## src/hw/rtl/lt_pkg.sv

```systemverilog
// ----------------------------------------------------------------------------
// lt_pkg
// Shared types and constants for the LRU translation buffer: operation codes,
// the token that walks the cell chain and the broadcast write/flush control.
// ----------------------------------------------------------------------------
package lt_pkg;

    localparam int ADDR_W     = 32;
    localparam int STAMP_W    = 32;
    localparam int IDX_W      = 6;
    localparam int APB_ADDR_W = 3;
    localparam int APB_DATA_W = 32;

    localparam logic REG_TABLE_PRESENT = 1'b0;

    typedef logic [IDX_W-1:0]   t_idx;
    typedef logic [ADDR_W-1:0]  t_addr;
    typedef logic [STAMP_W-1:0] t_stamp;

    typedef enum logic [1:0] {
        MODE_LOOKUP = 2'd0,
        MODE_INSERT = 2'd1,
        MODE_FLUSH  = 2'd2
    } t_mode;

    typedef enum logic [1:0] {
        ST_IDLE,
        ST_RUN,
        ST_HOLD
    } t_state;

    typedef struct packed {
        logic   active;
        t_mode  mode;
        logic   look_en;
        t_addr  va;
        t_addr  pa;
        t_stamp stamp;
        logic   found;
        t_addr  xlat;
        t_idx   vic_idx;
        t_stamp vic_stamp;
    } t_tok;

    typedef struct packed {
        logic   flush;
        logic   wr_en;
        t_idx   wr_idx;
        t_addr  va;
        t_addr  pa;
        t_stamp stamp;
    } t_ctrl;

endpackage

```

## src/hw/rtl/lt_cell.sv

```systemverilog
// ----------------------------------------------------------------------------
// lt_cell
// One translation entry. Matches and stamps lookups, ranks itself as insert
// victim, and passes the token on to the next cell through its token register.
// ----------------------------------------------------------------------------
module lt_cell #(
    parameter int INDEX = 0
) (
    input  logic          i_clk,
    input  logic          i_rst_n,
    input  lt_pkg::t_tok  i_tok,
    input  lt_pkg::t_ctrl i_ctrl,
    output lt_pkg::t_tok  o_tok
);
    import lt_pkg::*;

    logic   r_valid;
    t_addr  r_virt;
    t_addr  r_phys;
    t_stamp r_stamp;
    t_tok   r_tok;
    t_tok   n_tok;
    logic   w_match;
    logic   w_pick;

    assign w_match = i_tok.active && i_tok.look_en && !i_tok.found && r_valid &&
                     (r_virt == i_tok.va);
    assign w_pick  = i_tok.active && (i_tok.mode == MODE_INSERT) &&
                     ((INDEX == 0) || !r_valid || (r_stamp < i_tok.vic_stamp));

    always_comb begin
        n_tok = i_tok;
        if (w_match) begin
            n_tok.found = 1'b1;
            n_tok.xlat  = r_phys;
        end
        if (w_pick) begin
            n_tok.vic_idx   = IDX_W'(INDEX);
            n_tok.vic_stamp = r_stamp;
        end
    end

    always_ff @(posedge i_clk) begin
        if (!i_rst_n) begin
            r_tok.active <= 1'b0;
        end else begin
            r_tok <= n_tok;
        end
    end

    always_ff @(posedge i_clk) begin
        if (!i_rst_n) begin
            r_valid <= 1'b0;
            r_stamp <= '0;
        end else if (i_ctrl.flush) begin
            r_valid <= 1'b0;
            r_stamp <= '0;
        end else if (i_ctrl.wr_en && (i_ctrl.wr_idx == IDX_W'(INDEX))) begin
            r_valid <= 1'b1;
            r_stamp <= i_ctrl.stamp;
        end else if (w_match) begin
            r_stamp <= i_tok.stamp;
        end
    end

    always_ff @(posedge i_clk) begin
        if (i_ctrl.wr_en && (i_ctrl.wr_idx == IDX_W'(INDEX))) begin
            r_virt <= i_ctrl.va;
            r_phys <= i_ctrl.pa;
        end
    end

    assign o_tok = r_tok;

endmodule

```

## src/hw/rtl/lru_tlb.sv

```systemverilog
// ----------------------------------------------------------------------------
// lru_tlb
// Fully associative translation buffer with least-recently-used replacement.
// ----------------------------------------------------------------------------
// Each transfer (lookup, insert or flush) walks a chain of ENTRY_COUNT entry
// cells, one cell per cycle; the chain walk sets the rate while the receiver
// takes results. One operation is in flight at a time; once its result is
// loaded into the output register, the next input is taken while the result
// waits there. An insert writes its victim cell and a flush clears all cells
// in the cycle the token leaves the last cell. Lookups miss while table_present is 0.
// ----------------------------------------------------------------------------
module lru_tlb #(
    parameter int ENTRY_COUNT = 16
) (
    input  logic                           i_clk,
    input  logic                           i_rst_n,
    input  logic                           psel,
    input  logic                           penable,
    input  logic                           pwrite,
    input  logic [lt_pkg::APB_ADDR_W-1:0]  paddr,
    input  logic [lt_pkg::APB_DATA_W-1:0]  pwdata,
    output logic [lt_pkg::APB_DATA_W-1:0]  prdata,
    output logic                           pready,
    input  logic                           i_in_valid,
    output logic                           o_in_ready,
    input  logic [1:0]                     i_mode,
    input  logic [lt_pkg::ADDR_W-1:0]      i_virtual_address,
    input  logic [lt_pkg::ADDR_W-1:0]      i_physical_address,
    output logic                           o_out_valid,
    input  logic                           i_out_ready,
    output logic                           o_hit,
    output logic [lt_pkg::ADDR_W-1:0]      o_translated_address
);
    import lt_pkg::*;

    t_state r_state;
    t_state n_state;
    logic   r_table_present;
    t_stamp r_counter;
    t_tok   r_launch;
    t_tok   w_tok [ENTRY_COUNT+1];
    t_tok   w_tail;
    t_ctrl  w_ctrl;
    logic   r_res_hit;
    t_addr  r_res_xlat;
    logic   w_res_hit;
    logic   w_bump;
    logic   r_out_valid;
    logic   r_out_hit;
    t_addr  r_out_xlat;
    logic   w_accept;
    logic   w_out_free;
    logic   w_load;
    logic   w_in_ready;

    // configuration port
    assign pready = 1'b1;

    always_ff @(posedge i_clk) begin
        if (!i_rst_n) begin
            r_table_present <= 1'b0;
        end else if (psel && penable && pwrite && (paddr[2] == REG_TABLE_PRESENT)) begin
            r_table_present <= pwdata[0];
        end
    end

    always_comb begin
        prdata = '0;
        if (paddr[2] == REG_TABLE_PRESENT) begin
            prdata[0] = r_table_present;
        end
    end

    // launch
    assign w_accept = i_in_valid && w_in_ready;

    always_ff @(posedge i_clk) begin
        if (!i_rst_n) begin
            r_launch.active <= 1'b0;
        end else begin
            r_launch.active    <= w_accept;
            r_launch.mode      <= t_mode'(i_mode);
            r_launch.look_en   <= (t_mode'(i_mode) == MODE_LOOKUP) && r_table_present;
            r_launch.va        <= i_virtual_address;
            r_launch.pa        <= i_physical_address;
            r_launch.stamp     <= r_counter;
            r_launch.found     <= 1'b0;
            r_launch.xlat      <= '0;
            r_launch.vic_idx   <= '0;
            r_launch.vic_stamp <= '0;
        end
    end

    // cell chain
    assign w_tok[0] = r_launch;

    for (genvar g = 0; g < ENTRY_COUNT; g++) begin : g_cell
        lt_cell #(
            .INDEX (g)
        ) u_cell (
            .i_clk   (i_clk),
            .i_rst_n (i_rst_n),
            .i_tok   (w_tok[g]),
            .i_ctrl  (w_ctrl),
            .o_tok   (w_tok[g+1])
        );
    end

    assign w_tail = w_tok[ENTRY_COUNT];

    always_comb begin
        w_ctrl.flush  = w_tail.active && (w_tail.mode == MODE_FLUSH);
        w_ctrl.wr_en  = w_tail.active && (w_tail.mode == MODE_INSERT);
        w_ctrl.wr_idx = w_tail.vic_idx;
        w_ctrl.va     = w_tail.va;
        w_ctrl.pa     = w_tail.pa;
        w_ctrl.stamp  = w_tail.stamp;
    end

    always_comb begin
        case (w_tail.mode)
            MODE_LOOKUP: begin
                w_res_hit = w_tail.found;
                w_bump    = w_tail.found;
            end
            MODE_INSERT: begin
                w_res_hit = 1'b1;
                w_bump    = 1'b1;
            end
            MODE_FLUSH: begin
                w_res_hit = 1'b1;
                w_bump    = 1'b0;
            end
            default: begin
                w_res_hit = 1'b0;
                w_bump    = 1'b0;
            end
        endcase
    end

    always_ff @(posedge i_clk) begin
        if (!i_rst_n) begin
            r_counter <= '0;
        end else if (w_tail.active && w_bump) begin
            r_counter <= r_counter + STAMP_W'(1);
        end
    end

    always_ff @(posedge i_clk) begin
        if (w_tail.active) begin
            r_res_hit  <= w_res_hit;
            r_res_xlat <= w_tail.found ? w_tail.xlat : '0;
        end
    end

    // control
    assign w_out_free = !r_out_valid || i_out_ready;

    always_ff @(posedge i_clk) begin
        if (!i_rst_n) begin
            r_state <= ST_IDLE;
        end else begin
            r_state <= n_state;
        end
    end

    always_comb begin
        n_state = r_state;
        case (r_state)
            ST_IDLE: begin
                if (i_in_valid) begin
                    n_state = ST_RUN;
                end
            end
            ST_RUN: begin
                if (w_tail.active) begin
                    n_state = ST_HOLD;
                end
            end
            ST_HOLD: begin
                if (w_out_free) begin
                    n_state = ST_IDLE;
                end
            end
            default: begin
                n_state = ST_IDLE;
            end
        endcase
    end

    always_comb begin
        w_in_ready = 1'b0;
        w_load     = 1'b0;
        case (r_state)
            ST_IDLE: begin
                w_in_ready = 1'b1;
            end
            ST_HOLD: begin
                w_load = w_out_free;
            end
            default: begin
                w_in_ready = 1'b0;
                w_load     = 1'b0;
            end
        endcase
    end

    // output register
    always_ff @(posedge i_clk) begin
        if (!i_rst_n) begin
            r_out_valid <= 1'b0;
        end else if (w_load) begin
            r_out_valid <= 1'b1;
        end else if (i_out_ready) begin
            r_out_valid <= 1'b0;
        end
    end

    always_ff @(posedge i_clk) begin
        if (w_load) begin
            r_out_hit  <= r_res_hit;
            r_out_xlat <= r_res_xlat;
        end
    end

    assign o_in_ready           = w_in_ready;
    assign o_out_valid          = r_out_valid;
    assign o_hit                = r_out_hit;
    assign o_translated_address = r_out_xlat;

endmodule

```

## config.mk

```make
export PLATFORM = sky130hd
export DESIGN_NAME = lru_tlb
export DESIGN_NICKNAME = d
export VERILOG_FILES = /design/src/hw/rtl/lt_pkg.sv /design/src/hw/rtl/lt_cell.sv /design/src/hw/rtl/lru_tlb.sv
export SDC_FILE = /design/constraint.sdc
export NUM_CORES = 2
export LEC_CHECK = 0
export BUFFER_PORTS_ARGS = -buffer_cell sky130_fd_sc_hd__clkbuf_2
export CAP_MARGIN = 15
export CORE_MARGIN = 3
export CORE_UTILIZATION = 50
export CTS_BUF_LIST = sky130_fd_sc_hd__clkbuf_16
export DETAILED_ROUTE_END_ITERATION = 10
export HOLD_SLACK_MARGIN = 0.15
export MAX_ROUTING_LAYER = met4
export PLACE_DENSITY = 0.66
export SYNTH_ARGS = -nofsm -noshare
export SYNTH_HDL_FRONTEND = slang
export SYNTH_SLANG_ARGS = --single-unit
export TNS_END_PERCENT = 30
```

## constraint.sdc

```tcl
create_clock -name i_clk -period 3.49 [get_ports i_clk]
set_input_delay 0.698 -clock i_clk [delete_from_list [all_inputs] [get_ports i_clk]]
set_output_delay 0.698 -clock i_clk [all_outputs]
set_load 0.01 [all_outputs]
```

==> flow_summary_export.csv <==
group,metric,value,unit
logic_synthesis,netlist-cell-type-count,58,
logic_synthesis,synth_area,175000,um2
timing,finClkSkew,0.0829,ns
setup_path,crit_buf_inv,2,
place,placed_area,182000,um2
cts,numCtsBuffers,437,
routing,vias,90400,
logic_synthesis,yosysTopAreaCell,"edfxtp_1",
finish,fin_util,0.567,
setup_path,cp_top_family,"compound AO/OA/AOI/OAI gates",
place,gp_congestion,0.884,
cts,cts_root_buffer,"clkbuf_16",
logic_synthesis,syn_avg_cell_area,15.7,um2
cts,tritoncts,"yes",
logic_synthesis,netlist.area_leader.share,0.659,
power,switching_share,0.208,
setup_path,startpoint_type,"flip-flop",
run_status,status,"finished clean",
place,numPortBuffers,110,
place,dp_hpwl,240000,um
logic_synthesis,synthCells,11100,
timing,rsz0062_at_grt,"no",
power,power.internal,86900,uW
setup_path,critPathRequiredTime,4.19,ns
finish,multi_input_area,44000,um2
finish,layout-drive-gt1-share,0.160,
routing,drt_iter0_markers,7748,
floorplanning,fp.dieArea,356000,um2
finish,regArea,127000,um2
floorplanning,die_y,597,um
logic_synthesis,synth-edff-count,3829,
floorplanning,die_w,597,um
routing,detail_route.vias_per_cell,5.51,
place,dp_cells,15500,
logic_synthesis,synth_area_leaders,"edfxtp_1, dfxtp_1, mux2_2",
setup_path,cp_max_fo,27,
global_routing,first_global_vias,91200,
power,clkPwrFrac,0.421,
setup_path,slowest_delay,0.52,ns
floorplanning,initial_core_util,0.503,
hold_path,hold_class,"flip-flop to flip-flop",
setup_path,path_class,"flip-flop to flip-flop",
global_routing,grt_max_degree,199,
cts,postCtsSetupRepairBufs,0,
cts,clock_latency,0.98,ns
timing,hold_viol,0,
logic_synthesis,synth_ff_type,"edfxtp_1",
finish,nFillCells,26400,
routing,remaining_drc_errors,0,
finish,syn2layout_area_growth,12.6,%
logic_synthesis,yosysSeqAreaShare,0.725,
routing,routed_wl,354000,um
power,p_seq_frac,0.554,
global_routing,grtUsageTotal,0.203,
routing,post_drt_wl_per_cell,21.6,um
global_routing,antenna_found_initial,6,
logic_synthesis,ys_ff_latch,4410,
timing,slew_headroom,0.150,
timing,period_minus_slack,3.10,ns
global_routing,grt.overflow.total,0,
run,drv_cap,0,
floorplanning,ios,176,
routing,first_pass_iters,6,
logic_synthesis,async_flop_share,0,
setup_path,endpoint_kind,"flip-flop",
power,peakVddDrop,0.000503,V
timing,slew_viol_final,0,
setup_path,crit_chain,"inv_1 > ha_1 > nand2_1 > nor4_1 > o311ai_0 > a311o_1 > a21oi_4 > buf_12 > mux2_2",
logic_synthesis,synth_top_cells_by_count,"edfxtp_1, o21ai_0, a21oi_1",
logic_synthesis,synth.most_common_cell,"edfxtp_1",
timing,setup_viol,0,
finish,finalInstanceArea,197000,um2
timing,fmax,322,MHz
cts,clock-sinks,4410,
finish,fin_cells,16400,
timing,fin_crit_sh,0.889,
routing,antenna_left,0,
cts,htreeDepth,5,
setup_path,cp_slowest_cell,"a311o_1",
power,powerDensity,558,nW/um2
timing,worst_pin_slew,1.27,ns
cts,clockBufferDepth,4,
setup_path,cp.arrival,3.80,ns
global_routing,grt_pass1_wl,548000,um
power,p_leak,0.0684,uW
floorplanning,num_rows,216,
logic_synthesis,yosys_warnings,0,
finish,final_nets,12000,
cts,path_clk_slew,0.06,ns
power,p_sw,22800,uW
floorplanning,coreArea,347000,um2
timing,hold_slack,0.389,ns
power,p_comb_frac,0.024,
==> power by group through the flow <==
stage | sequential [uW] | clock, uW | combinational (uW)
after floorplan | 61100 | 0 | 1470
after global placement | 61800 | 0 | 2560
after detailed placement | 61900 | 0 | 2630
after CTS | 60800 | 47500 | 2720
after global routing | 61000 | 49600 | 3020
final | 60800 | 46200 | 2680
==> what timing repair did <==
action	CTS	global route
gates resized for setup	0	0
endpoints found under the hold margin	74	0
hold buffers	71	0
==> stage by stage <==
| stage | setup slack [ns] | TNS, ns | total power, uW |
|---|---|---|---|
| floorplan | -0.178 | -82.59 | 62500 |
| global placement | 0.439 | 0 | 64400 |
| detailed placement | 0.441 | 0 | 64500 |
| CTS | 0.407 | 0 | 111000 |
| global route | 0.159 | 0 | 114000 |
| finish | 0.387 | 0 | 110000 |
==> sequential cells by signal (all words and copies together), names as in the netlist <==
register / cells
r_launch: 100
r_table_present: 1
o_hit: 1
r_res_xlat: 32
o_out_valid: 1
o_translated_address: 32
r_state: 2
g_cell.u_cell.r_stamp: 512
r_res_hit: 1
g_cell.u_cell.r_virt: 512
r_counter: 32
g_cell.u_cell.r_valid: 16
g_cell.u_cell.o_tok: 2656
g_cell.u_cell.r_phys: 512
==> kinds of logic after synthesis <==
logic type / count (synthesis) / synth area share
flops: 4410 / 0.725
compound gates: 1955 / 0.0626
simple gates: 1375 / 0.0453
mux: 1281 / 0.0807
buf+inv: 1065 / 0.0256
xor+xnor: 535 / 0.0268
fa+ha+maj: 470 / 0.0337
other cells: 2 / 0.0000430
==> final timing paths <==
check,start,to,slack [ns],cells past startpoint
worst max-delay path,g_cell[1].u_cell.o_tok[15]$_DFFE_PP_,g_cell[2].u_cell.o_tok[2]$_DFFE_PP_,0.39,9
worst min-delay path,g_cell[3].u_cell.o_tok[131]$_DFFE_PP_,g_cell[4].u_cell.o_tok[131]$_DFFE_PP_,0.39,0
worst min register to register,g_cell[3].u_cell.o_tok[131]$_DFFE_PP_,g_cell[4].u_cell.o_tok[131]$_DFFE_PP_,0.39,0
worst max register to register,g_cell[1].u_cell.o_tok[15]$_DFFE_PP_,g_cell[2].u_cell.o_tok[2]$_DFFE_PP_,0.39,9
==> cell usage in the layout (no fill, tap or decap), types with 107 or more instances in the layout <==
master / instances
and2_1: 118
mux2_2: 687
ha_1: 470
clkbuf_2: 109
a21oi_1: 715
buf_4: 180
dfxtp_1: 575
a31oi_1: 167
nand4_1: 252
inv_1: 560
xor2_1: 450
edfxtp_1: 3829
clkinv_1: 107
nand2_1: 190
o21ai_0: 774
nor4_1: 110
mux2i_1: 513
nand3b_1: 172
clkbuf_16: 441
o211ai_1: 169
nand3_1: 194
==> metal layers <==
metal,routed length (um),global-route usage
met5,0,-
met4,9480,0.0570
met3,18600,0.0260
met2,161000,0.308
met1,165000,0.289
==> layout make-up <==
cell class,count,share of cell area
tap,4578,0.0291
multi-input combinational,5648,0.224
sequential,4410,0.644
clock buffer,441,0.0561
antenna,16,0.000204
timing repair buffer,428,0.0202
clock inverter,375,0.0169
inverter,498,0.00967
Note: power is estimated with default switching activity, not from simulation.
